[src/rtl/mouse_position_event_filter_assert.svh]
// ----------------------------------------------------------------------------
// Mouse position event filter: assertion macros
// Concurrent checks are compiled out when SYNTHESIS is defined.
// ----------------------------------------------------------------------------
`ifndef MOUSE_POSITION_EVENT_FILTER_ASSERT_SVH
`define MOUSE_POSITION_EVENT_FILTER_ASSERT_SVH

`ifndef SYNTHESIS
// checked only outside reset
`define MPEF_ASSERT(label, prop, msg) \
    label: assert property (@(posedge clk) disable iff (!rst_n) prop) else $error(msg);
// checked at every edge, reset included
`define MPEF_ASSERT_ALWAYS(label, prop, msg) \
    label: assert property (@(posedge clk) prop) else $error(msg);
`else
`define MPEF_ASSERT(label, prop, msg)
`define MPEF_ASSERT_ALWAYS(label, prop, msg)
`endif

`endif

[src/rtl/mpef_pkg.sv]
// ----------------------------------------------------------------------------
// Mouse position event filter: shared package
// Widths, register indexes, function codes, event type and clamp helper.
// ----------------------------------------------------------------------------
`default_nettype none

package mpef_pkg;

    // event queue depth and derived widths
    localparam int FIFO_DEPTH = 4;
    localparam int PTR_W      = (FIFO_DEPTH > 1) ? $clog2(FIFO_DEPTH) : 1;
    localparam int CNT_W      = $clog2(FIFO_DEPTH + 1);

    // field widths
    localparam int POS_W   = 15;
    localparam int DELTA_W = 16;
    localparam int BTN_W   = 8;
    localparam int WHL_W   = 8;
    localparam int SUM_W   = 18;   // position plus signed delta, with sign
    localparam int IDX_W   = 3;
    localparam int DATA_W  = 15;

    // register indexes
    localparam logic [IDX_W-1:0] REG_SCREEN_WIDTH  = 3'd0;
    localparam logic [IDX_W-1:0] REG_SCREEN_HEIGHT = 3'd1;
    localparam logic [IDX_W-1:0] REG_EN_RELEASE    = 3'd2;
    localparam logic [IDX_W-1:0] REG_EN_DRAG       = 3'd3;
    localparam logic [IDX_W-1:0] REG_EN_MOVE       = 3'd4;

    // register reset values
    localparam logic [POS_W-1:0] SCREEN_WIDTH_RST  = 15'd320;
    localparam logic [POS_W-1:0] SCREEN_HEIGHT_RST = 15'd240;

    // function codes
    localparam logic FUNC_REPORT = 1'b0;
    localparam logic FUNC_READ   = 1'b1;

    typedef struct packed {
        logic        [BTN_W-1:0] buttons;
        logic        [BTN_W-1:0] toggled;
        logic signed [WHL_W-1:0] wheel;
        logic signed [WHL_W-1:0] pan;
        logic        [POS_W-1:0] x;
        logic        [POS_W-1:0] y;
    } ev_t;

    typedef struct packed {
        logic             from_fifo;
        ev_t              ev;
        logic [CNT_W-1:0] left;
    } res_t;

    // add a signed delta and clamp to 0 .. extent-1 (extent 0 acts as 1)
    function automatic logic [POS_W-1:0] clamp_pos(
        input logic        [POS_W-1:0]   pos,
        input logic signed [DELTA_W-1:0] delta,
        input logic        [POS_W-1:0]   extent
    );
        logic        [POS_W-1:0] lim;
        logic signed [SUM_W-1:0] v;
        lim = (extent == '0) ? '0 : extent - 1'b1;
        v   = $signed({{(SUM_W - POS_W){1'b0}}, pos})
            + $signed({{(SUM_W - DELTA_W){delta[DELTA_W-1]}}, delta});
        if (v[SUM_W-1])
            return '0;
        else if (v[SUM_W-2:0] > {{(SUM_W - 1 - POS_W){1'b0}}, lim})
            return lim;
        else
            return v[POS_W-1:0];
    endfunction

endpackage

`default_nettype wire

[src/rtl/mouse_position_event_filter.sv]
// ----------------------------------------------------------------------------
// Mouse position event filter
// Tracks a clamped pointer position from mouse reports and queues filtered
// button, drag, move and wheel events in a small drop-oldest queue.
// ----------------------------------------------------------------------------
// Usage:
//   Input channel (in_valid/in_ready): func selects a mouse report or a read.
//   A report updates position and button state and may queue an event; it
//   produces no result. A read pops the oldest queued event, or returns a
//   snapshot of the current state when the queue is empty.
//   Output channel (out_valid/out_ready): one result per read, registered in
//   the output stage. Throughput is one item per cycle while the skid stage is
//   empty, set by the combinational update of position, button and queue state.
//   A full queue drops its oldest entry on a push.
//   Configuration channel (cfg_valid/cfg_ready): always ready; write only
//   while idle. Indexes beyond the register list are ignored.
//   When the receiver stalls, one further result is held in a skid stage and
//   in_ready drops until that stage drains.
//   Reset: screen 320 x 240, release and drag events on, move events off,
//   position and buttons zero, queue empty. No clearing pass is needed.
// ----------------------------------------------------------------------------
`default_nettype none

`include "mouse_position_event_filter_assert.svh"

module mouse_position_event_filter (
    input  wire logic                                   clk,
    input  wire logic                                   rst_n,
    // configuration
    input  wire logic                                   cfg_valid,
    output logic                                        cfg_ready,
    input  wire logic [mpef_pkg::IDX_W-1:0]             cfg_index,
    input  wire logic [mpef_pkg::DATA_W-1:0]            cfg_data,
    // input items
    input  wire logic                                   in_valid,
    output logic                                        in_ready,
    input  wire logic                                   func,
    input  wire logic [mpef_pkg::BTN_W-1:0]             button_bits,
    input  wire logic signed [mpef_pkg::DELTA_W-1:0]    delta_x,
    input  wire logic signed [mpef_pkg::DELTA_W-1:0]    delta_y,
    input  wire logic signed [mpef_pkg::WHL_W-1:0]      wheel_delta,
    input  wire logic signed [mpef_pkg::WHL_W-1:0]      pan_delta,
    // results
    output logic                                        out_valid,
    input  wire logic                                   out_ready,
    output logic                                        from_fifo,
    output logic [mpef_pkg::BTN_W-1:0]                  ev_buttons,
    output logic [mpef_pkg::BTN_W-1:0]                  ev_toggled,
    output logic signed [mpef_pkg::WHL_W-1:0]           ev_wheel,
    output logic signed [mpef_pkg::WHL_W-1:0]           ev_pan,
    output logic [mpef_pkg::POS_W-1:0]                  ev_x,
    output logic [mpef_pkg::POS_W-1:0]                  ev_y,
    output logic [mpef_pkg::CNT_W-1:0]                  events_left
);

    localparam logic [mpef_pkg::PTR_W-1:0] LAST_PTR =
        mpef_pkg::PTR_W'(mpef_pkg::FIFO_DEPTH - 1);
    localparam logic [mpef_pkg::CNT_W-1:0] FULL_CNT =
        mpef_pkg::CNT_W'(mpef_pkg::FIFO_DEPTH);
    localparam int TAIL_W = mpef_pkg::PTR_W + 1;
    localparam logic [TAIL_W-1:0] DEPTH_TAIL = TAIL_W'(mpef_pkg::FIFO_DEPTH);

    // configuration registers
    logic [mpef_pkg::POS_W-1:0] width_reg;
    logic [mpef_pkg::POS_W-1:0] height_reg;
    logic                       en_release_reg;
    logic                       en_drag_reg;
    logic                       en_move_reg;

    // tracker state
    logic [mpef_pkg::BTN_W-1:0] prev_buttons_reg, prev_buttons_next;
    logic [mpef_pkg::POS_W-1:0] pos_x_reg, pos_x_next;
    logic [mpef_pkg::POS_W-1:0] pos_y_reg, pos_y_next;

    // event queue
    mpef_pkg::ev_t              fifo_reg [mpef_pkg::FIFO_DEPTH];
    logic [mpef_pkg::PTR_W-1:0] head_reg, head_next;
    logic [mpef_pkg::CNT_W-1:0] count_reg, count_next;

    // output stage and skid stage
    logic                       out_valid_reg;
    mpef_pkg::res_t             out_res_reg;
    logic                       skid_valid_reg;
    mpef_pkg::res_t             skid_res_reg;

    logic                       in_xfer;
    logic                       is_report;
    logic                       is_read;
    logic                       out_free;
    mpef_pkg::ev_t              new_ev;
    logic                       queue_it;
    logic                       push;
    logic [mpef_pkg::PTR_W-1:0] head_inc;
    logic [TAIL_W-1:0]          tail_sum;
    logic [mpef_pkg::PTR_W-1:0] tail_ptr;
    mpef_pkg::res_t             res;

    assign cfg_ready = 1'b1;
    assign in_ready  = !skid_valid_reg;
    assign in_xfer   = in_valid && in_ready;
    assign is_report = in_xfer && (func == mpef_pkg::FUNC_REPORT);
    assign is_read   = in_xfer && (func == mpef_pkg::FUNC_READ);
    assign out_free  = !out_valid_reg || out_ready;

    // configuration writes
    always_ff @(posedge clk or negedge rst_n)
    begin
        if (!rst_n)
        begin
            width_reg      <= mpef_pkg::SCREEN_WIDTH_RST;
            height_reg     <= mpef_pkg::SCREEN_HEIGHT_RST;
            en_release_reg <= 1'b1;
            en_drag_reg    <= 1'b1;
            en_move_reg    <= 1'b0;
        end
        else if (cfg_valid && cfg_ready)
        begin
            case (cfg_index)
                mpef_pkg::REG_SCREEN_WIDTH:  width_reg      <= cfg_data;
                mpef_pkg::REG_SCREEN_HEIGHT: height_reg     <= cfg_data;
                mpef_pkg::REG_EN_RELEASE:    en_release_reg <= cfg_data[0];
                mpef_pkg::REG_EN_DRAG:       en_drag_reg    <= cfg_data[0];
                mpef_pkg::REG_EN_MOVE:       en_move_reg    <= cfg_data[0];
                default: ;
            endcase
        end
    end

    // new event from a report, and the filter (against the old buttons)
    always_comb
    begin
        new_ev.buttons = button_bits;
        new_ev.toggled = button_bits ^ prev_buttons_reg;
        new_ev.wheel   = wheel_delta;
        new_ev.pan     = pan_delta;
        new_ev.x       = mpef_pkg::clamp_pos(pos_x_reg, delta_x, width_reg);
        new_ev.y       = mpef_pkg::clamp_pos(pos_y_reg, delta_y, height_reg);

        queue_it = en_move_reg
            || ((button_bits & ~prev_buttons_reg) != '0)
            || (en_drag_reg && (button_bits != '0)
                && ((delta_x != '0) || (delta_y != '0)))
            || (en_release_reg && (button_bits != prev_buttons_reg))
            || (wheel_delta != '0) || (pan_delta != '0);
    end

    // queue pointers and next state
    always_comb
    begin
        head_inc = (head_reg == LAST_PTR) ? '0 : head_reg + 1'b1;
        tail_sum = {1'b0, head_reg} + TAIL_W'(count_reg);
        if (tail_sum >= DEPTH_TAIL)
            tail_sum = tail_sum - DEPTH_TAIL;

        push              = is_report && queue_it;
        tail_ptr          = tail_sum[mpef_pkg::PTR_W-1:0];
        head_next         = head_reg;
        count_next        = count_reg;
        prev_buttons_next = prev_buttons_reg;
        pos_x_next        = pos_x_reg;
        pos_y_next        = pos_y_reg;

        if (is_report)
        begin
            prev_buttons_next = button_bits;
            pos_x_next        = new_ev.x;
            pos_y_next        = new_ev.y;
            if (push)
            begin
                if (count_reg == FULL_CNT)
                begin
                    // drop the oldest: overwrite its slot and move the head on
                    tail_ptr  = head_reg;
                    head_next = head_inc;
                end
                else
                begin
                    count_next = count_reg + 1'b1;
                end
            end
        end
        else if (is_read && (count_reg != '0))
        begin
            head_next  = head_inc;
            count_next = count_reg - 1'b1;
        end
    end

    // read result: oldest event or state snapshot
    always_comb
    begin
        if (count_reg != '0)
        begin
            res.from_fifo = 1'b1;
            res.ev        = fifo_reg[head_reg];
        end
        else
        begin
            res.from_fifo  = 1'b0;
            res.ev.buttons = prev_buttons_reg;
            res.ev.toggled = '0;
            res.ev.wheel   = '0;
            res.ev.pan     = '0;
            res.ev.x       = pos_x_reg;
            res.ev.y       = pos_y_reg;
        end
        res.left = count_next;
    end

    // control state
    always_ff @(posedge clk or negedge rst_n)
    begin
        if (!rst_n)
        begin
            prev_buttons_reg <= '0;
            pos_x_reg        <= '0;
            pos_y_reg        <= '0;
            head_reg         <= '0;
            count_reg        <= '0;
            out_valid_reg    <= 1'b0;
            skid_valid_reg   <= 1'b0;
        end
        else
        begin
            prev_buttons_reg <= prev_buttons_next;
            pos_x_reg        <= pos_x_next;
            pos_y_reg        <= pos_y_next;
            head_reg         <= head_next;
            count_reg        <= count_next;
            if (out_free)
            begin
                out_valid_reg  <= skid_valid_reg || is_read;
                skid_valid_reg <= 1'b0;
            end
            else if (is_read)
            begin
                skid_valid_reg <= 1'b1;
            end
        end
    end

    // payload: queue storage, output and skid data
    always_ff @(posedge clk)
    begin
        if (push)
            fifo_reg[tail_ptr] <= new_ev;
        if (out_free)
        begin
            if (skid_valid_reg)
                out_res_reg <= skid_res_reg;
            else if (is_read)
                out_res_reg <= res;
        end
        else if (is_read)
        begin
            skid_res_reg <= res;
        end
    end

    assign out_valid   = out_valid_reg;
    assign from_fifo   = out_res_reg.from_fifo;
    assign ev_buttons  = out_res_reg.ev.buttons;
    assign ev_toggled  = out_res_reg.ev.toggled;
    assign ev_wheel    = out_res_reg.ev.wheel;
    assign ev_pan      = out_res_reg.ev.pan;
    assign ev_x        = out_res_reg.ev.x;
    assign ev_y        = out_res_reg.ev.y;
    assign events_left = out_res_reg.left;

    // checks
    `MPEF_ASSERT_ALWAYS(a_reset_clears_out, !rst_n |=> !out_valid_reg, "output valid after reset")
    `MPEF_ASSERT(a_count_in_range, count_reg <= FULL_CNT, "queue count beyond depth")
    `MPEF_ASSERT(a_head_in_range, head_reg <= LAST_PTR, "queue head beyond depth")
    `MPEF_ASSERT(a_skid_needs_out, skid_valid_reg |-> out_valid_reg, "skid full, output empty")
    `MPEF_ASSERT(a_stalled_read_skids, (is_read && out_valid_reg && !out_ready) |=> skid_valid_reg, "stalled read lost")

endmodule

`default_nettype wire

[config.mk]
export PLATFORM = sky130hd
export DESIGN_NAME = mouse_position_event_filter
export DESIGN_NICKNAME = d
export VERILOG_FILES = /design/src/rtl/mpef_pkg.sv /design/src/rtl/mouse_position_event_filter.sv
export VERILOG_INCLUDE_DIRS = /design/src /design/src/rtl
export SDC_FILE = /design/constraint.sdc
export NUM_CORES = 1
export LEC_CHECK = 0
export ABC_AREA = 1
export CORE_MARGIN = 2
export CORE_UTILIZATION = 40
export DETAILED_ROUTE_END_ITERATION = 16
export DONT_BUFFER_PORTS = 1
export SYNTH_ARGS = -nofsm -noshare
export SYNTH_HDL_FRONTEND = slang
export SYNTH_SLANG_ARGS = --single-unit
[constraint.sdc]
create_clock -name clk -period 6.4 [get_ports clk]
set_input_delay 1.28 -clock clk [delete_from_list [all_inputs] [get_ports clk]]
set_output_delay 1.28 -clock clk [all_outputs]
set_load 0.05 [all_outputs]
Word level (Yosys, flattened, before mapping)
Memory sizes are Yosys's and may differ from the RTL's.
Index checks and enable logic that the tools add are counted.
Widths: inputs -> output; s select.
{"block": "word_totals", "wordCells": 120, "memories": 1, "ff_bits": 210, "ramBits": 248, "out_inout_bits": 69, "in_bits": 80}
{"memory": "fifo_reg", "words": 4, "word_bits": 62, "read_ports": 1, "rd_clocked_by_memory_dff": 0, "write_ports": 1, "line": "mouse_position_event_filter.sv:76", "rtl": "mpef_pkg::ev_t fifo_reg [mpef_pkg::FIFO_DEPTH];"}
{"block": "classes", "bitwise_logic": 5, "add_sub_neg": 9, "eq_ne": 9, "n_lt_le_gt_ge": 3, "n_reduce_logical": 39, "mux": 26}
{"cell": "$mux 66", "n": 2}
{"cell": "$mux 15", "n": 6}
{"cell": "$mux 63", "n": 1}
{"cell": "$add 16x16->17", "n": 2}
{"cell": "$gt 17x15->1", "n": 2}
{"cell": "$reduce_bool 16->1", "n": 2}
{"cell": "$reduce_bool 8->1", "n": 4}
{"cell": "$logic_not 15->1", "n": 2}
{"cell": "$sub 15x1->15 const B", "n": 2}
{"cell": "$mux 2", "n": 9}
{"cell": "$reduce_and 2->1", "n": 7}
{"cell": "$mux 3", "n": 4}
{"cell": "$and 8x8->8", "n": 1}
{"cell": "$logic_and 1x1->1", "n": 8}
{"cell": "$logic_or 1x1->1", "n": 8}
{"cell": "$ne 8x8->1", "n": 1}
{"cell": "$not 8->8", "n": 1}
{"cell": "$xor 8x8->8", "n": 1}
{"cell": "$eq 3x2->1 const B", "n": 2}
{"cell": "$eq 3x3->1 const B", "n": 2}
{"cell": "$reduce_bool 2->1", "n": 3}
{"cell": "$mux 1", "n": 4}
{"cell": "$ne 2x1->1 const B", "n": 2}
{"cell": "$add 2x3->3", "n": 1}
{"cell": "12 further kinds", "n": 14}

Longest topological paths before layout
{"block": "logic_depth", "depth_word": 13, "ltp_mapped": 26, "mapped_depth_nobuf": 25}

Worst setup path after synthesis
Ideal clock, no wire load.
{"block": "synth_timing", "path_type": "in2reg", "startpoint": "in button_bits[0] (netlist bit)", "endpoint": "mem fifo_reg[3][0] (netlist bit), enable pin", "path_stages": 11, "path_buffers": 0, "required_ps": 5918, "t_arrival_ps": 4957, "slack_ps": 961, "setup_time_ps": 482, "cell_sequence": "ha_1 nand4_1 o21ai_0 nand3_1 nor2_1 nand2_1 nand2_1 inv_1 nand2_1 nand2_1 nor2_1"}
{"block": "synth_between", "elab_chain_len": 10, "word_cells_on_any_way": 17, "cone_classes": "eq/ne: 1; mux: 4; bitwise: 1; reduce/logical: 11"}
{"element": "start: declaration", "line": "mouse_position_event_filter.sv:38", "rtl": "input wire logic [mpef_pkg::BTN_W-1:0] button_bits,"}
{"element": "$and 8x8->8 or $reduce_bool 8->1 (tied branches)", "line": "mouse_position_event_filter.sv:140, mouse_position_event_filter.sv:141"}
{"element": "$reduce_bool 8->1 or $logic_and 1x1->1 (tied branches)", "line": "mouse_position_event_filter.sv:140, mouse_position_event_filter.sv:141"}
{"element": "$logic_or 1x1->1 or $logic_and 1x1->1 (tied branches)", "line": "mouse_position_event_filter.sv:140, mouse_position_event_filter.sv:142"}
{"element": "$logic_or 1x1->1", "line": "mouse_position_event_filter.sv:141", "rtl": "|| (en_drag_reg && (button_bits != '0)"}
{"element": "$logic_or 1x1->1 *", "line": "mouse_position_event_filter.sv:143", "rtl": "|| (en_release_reg && (button_bits != prev_buttons_reg))"}
{"element": "$logic_or 1x1->1 * (2 in series)", "line": "mouse_position_event_filter.sv:144", "rtl": "|| (wheel_delta != '0) || (pan_delta != '0);"}
{"element": "$logic_and 1x1->1 *", "line": "mouse_position_event_filter.sv:155", "rtl": "push = is_report && queue_it;"}
{"element": "$mux 2 or $mux 1 (tied branches)", "line": "mouse_position_event_filter.sv:168, mouse_position_event_filter.sv:245"}
{"element": "$mux 2 or $mux 1 (tied branches)", "line": "mouse_position_event_filter.sv:163, mouse_position_event_filter.sv:246"}
{"element": "end: declaration", "line": "mouse_position_event_filter.sv:76"}
Mark *: on every way between the ends. The rest lies on a longest branch, timed or not.

==> results.md <==
- Outcome: finished clean
- H-tree levels: 2
- Main area contributors after synthesis: edfxtp_1, nand2_1, dfrtp_1
- Crit end category: register
- Tcrit/Tclk final: 0.6720
- Max-cap viol count: 0
- Syn Inst Count: 2214
- Max VDD drop: 0.2506 mV
- Fraction of registers with async set/reset: 0.1703
- Crit-path max FO: 15
- Final hold vios: 0
- CP required: 6.72 ns
- Syn nets: 2371
- Worst-path clk slew: 0.06 ns
- DIE AREA: 56770 um^2
- Syn_area_per_cell: 9.915 um^2
- Power, Total: 12.64 mW
- Post-CTS Setup Bufs: 0
- Pwr dens: 519.0 nW/um^2
- Post-layout min period: 4.301 ns
- Fillers: 4996
- Site Rows: 85
- Die width: 238.3 um
- TritonCTS Buffers: 49
- Sequential share of the synthesized area: 0.6092
- Area grow syn2layout: 10.95%
- Synth unique cells: 53
- Vias in the first global route: 14340
- Final wirelength: 56660 um
- Gr usage total: 0.1985
- Ys flop type: edfxtp_1
- Final non-filler cell total: 2934
- Most common cell in the netlist: nand2_1
- Vias per inst: 5.132
- EDFF count, synth: 380
- Clock Path Buffers: 3
- Max Fclk: 232.5 MHz
- I/O Buffers: 0
- GPL Wtd Cong: 0.9195
- Io pins: 149
- Fin area: 24360 um^2
- Setup Crit Path Kind: in -> reg
- Vias: 15060
- Setup TNS Final: 0 ns
- Hold-fix buffers, CTS: 0
- Final setup vio count: 0
- Synth Warn #: 0
- Layout cells sized above 1: 0.08721
- Post-CTS sizing: 0
- RSZ-0062 raised after global routing: false
- Detailed Place HPWL: 37470 um
- Iteration-0 DRC Markers: 1089
- Total grt overflow: 0
- Antenna violations before repair: 1
- Clock Skews: 0.01718 ns
- Post-Place Worst Slack: 1.501 ns
- Initial Utilization: 0.4063
- DP Cell Count: 2840
- Synth top cells by count: nand2_1, edfxtp_1, nor2_1
- Least-Margin Pin Slew: 1.139 ns
- Net count, final: 2352
- Routed Antenna Nets: 0
- CTS tree: done
- Max_slew headroom: 0.2387
- Largest net degree at the start of global routing: 91
- Hold crit path type: in -> async
- Drt wl/cell: 19.31 um
- Clk_lat worst skew: 0.59 ns
- Synth area leader: edfxtp_1
- Largest register FFs: 248
- Max-slew violations: 0
- Clock Sink Count: 458
- Final core utilization: 0.4508
- Root Driver: clkbuf_16
- Lkg Pwr: 9.929 nW
- Die H: 238.3 um
- Global-route wire length before repair: 85970 um
- Worst Setup Start Kind: primary input
- Core Area: 54030 um^2
- Setup WS post-layout: 2.099 ns
- Syn Std Cell Area: 21950 um^2
- Synthesized flop and latch total: 458
- Worst hold slack: 0.3897 ns
- Remaining DRCs: 0
- Area post-placement: 22650 um^2
- Share of the synthesized area in the top cell type: 0.5198
- WP data arrival: 4.62 ns
- Pre-antenna DRT Iters: 5
[power breakdown]
part	internal (mW)	switching, mW
logic	1.41	3.13
clock network	1.79	1.17
registers	4.36	0.783
[layout make-up]
class,instances,area (um^2),share of cell area
diodes,2,5.005,0.0002055
clock buffers,71,1380,0.05666
clock inverters,21,324.1,0.01330
inverters,155,583.1,0.02394
multi-input cells,1511,7650,0.3141
flip-flops and latches,458,13380,0.5494
well taps,696,870.8,0.03575
repair buffers,20,162.7,0.006678
[critical path: stages]
cell and delay, ns:
ha_1 0.15, inv_1 0.06, fa_1 0.39, nand3b_1 0.17, nand2_1 0.20, nand3_1 0.13, nand3_2 0.13, xor2_1 0.26
inv_1 0.08, ha_1 0.29, inv_1 0.05, nor3_1 0.24, nand2_1 0.08, nand2_1 0.07, nand2_1 0.05, nand2_1 0.05
nand2_1 0.29, nand2_4 0.36, nand2_2 0.08, and2_1 0.20
[routing by layer]
metal / wire (um) / GRT usage / up-vias
met1: 25500 / 0.2666 / 7240
met5: 0 / 0 / -
met2: 26370 / 0.3237 / 359
met4: 1388 / 0.05436 / 0
met3: 3401 / 0.04535 / 70
li1: - / - / 7389
[layout by cell type (no fill, tap or decap), types with 5 or more instances in the layout]
cell type  netlist  layout
nand2_1        521     520
edfxtp_1       380     380
nor2_1         373     367
o21ai_0        171     171
inv_1          146     145
ha_1            75      75
dfrtp_1         70      67
nand3_1         65      65
a21oi_1         62      62
clkbuf_16        0      50
nand2_2         36      37
xor2_1          36      36
a31oi_1         28      28
o21ai_1         23      23
buf_4            5      19
clkbuf_1        61      16
and2_1          13      13
xnor2_1         12      12
nor3_1          11      11
nand3_2         10      10
o22ai_1         10      10
nand4_1          9       9
inv_2            8       8
nor2_4           2       8
dfstp_2          8       8
clkinv_2         0       7
bufinv_16        0       7
nand3b_2         5       5
clkbuf_8         0       5
[cells by family (layout without fill, tap and decap cells)]
group           after synthesis  after routing  share of synthesized area
other cells                   1              3                  0.0001708
xor+xnor                     48             48                    0.01915
compound gates              314            314                    0.07694
fa+ha+maj                    77             77                    0.04457
buf+inv                     245            267                    0.04480
flops                       458            458                     0.6092
simple gates               1071           1071                     0.2052
[final timing paths]
path	cells past startpoint	slack, ns	to	start
hold reg to reg	2	0.50	width_reg[1]	width_reg[1]
min in group clk	2	0.50	width_reg[1]	width_reg[1]
setup / recovery	20	2.10	fifo_reg[1][25]	delta_x[0]
max in group asynchronous	0	5.79	width_reg[8]	rst_n
setup reg to reg	20	2.30	fifo_reg[1][25]	pos_x_reg[0]
hold / removal	0	0.39	pos_x_reg[1]	rst_n
Note: power is estimated with default switching activity, not from simulation.
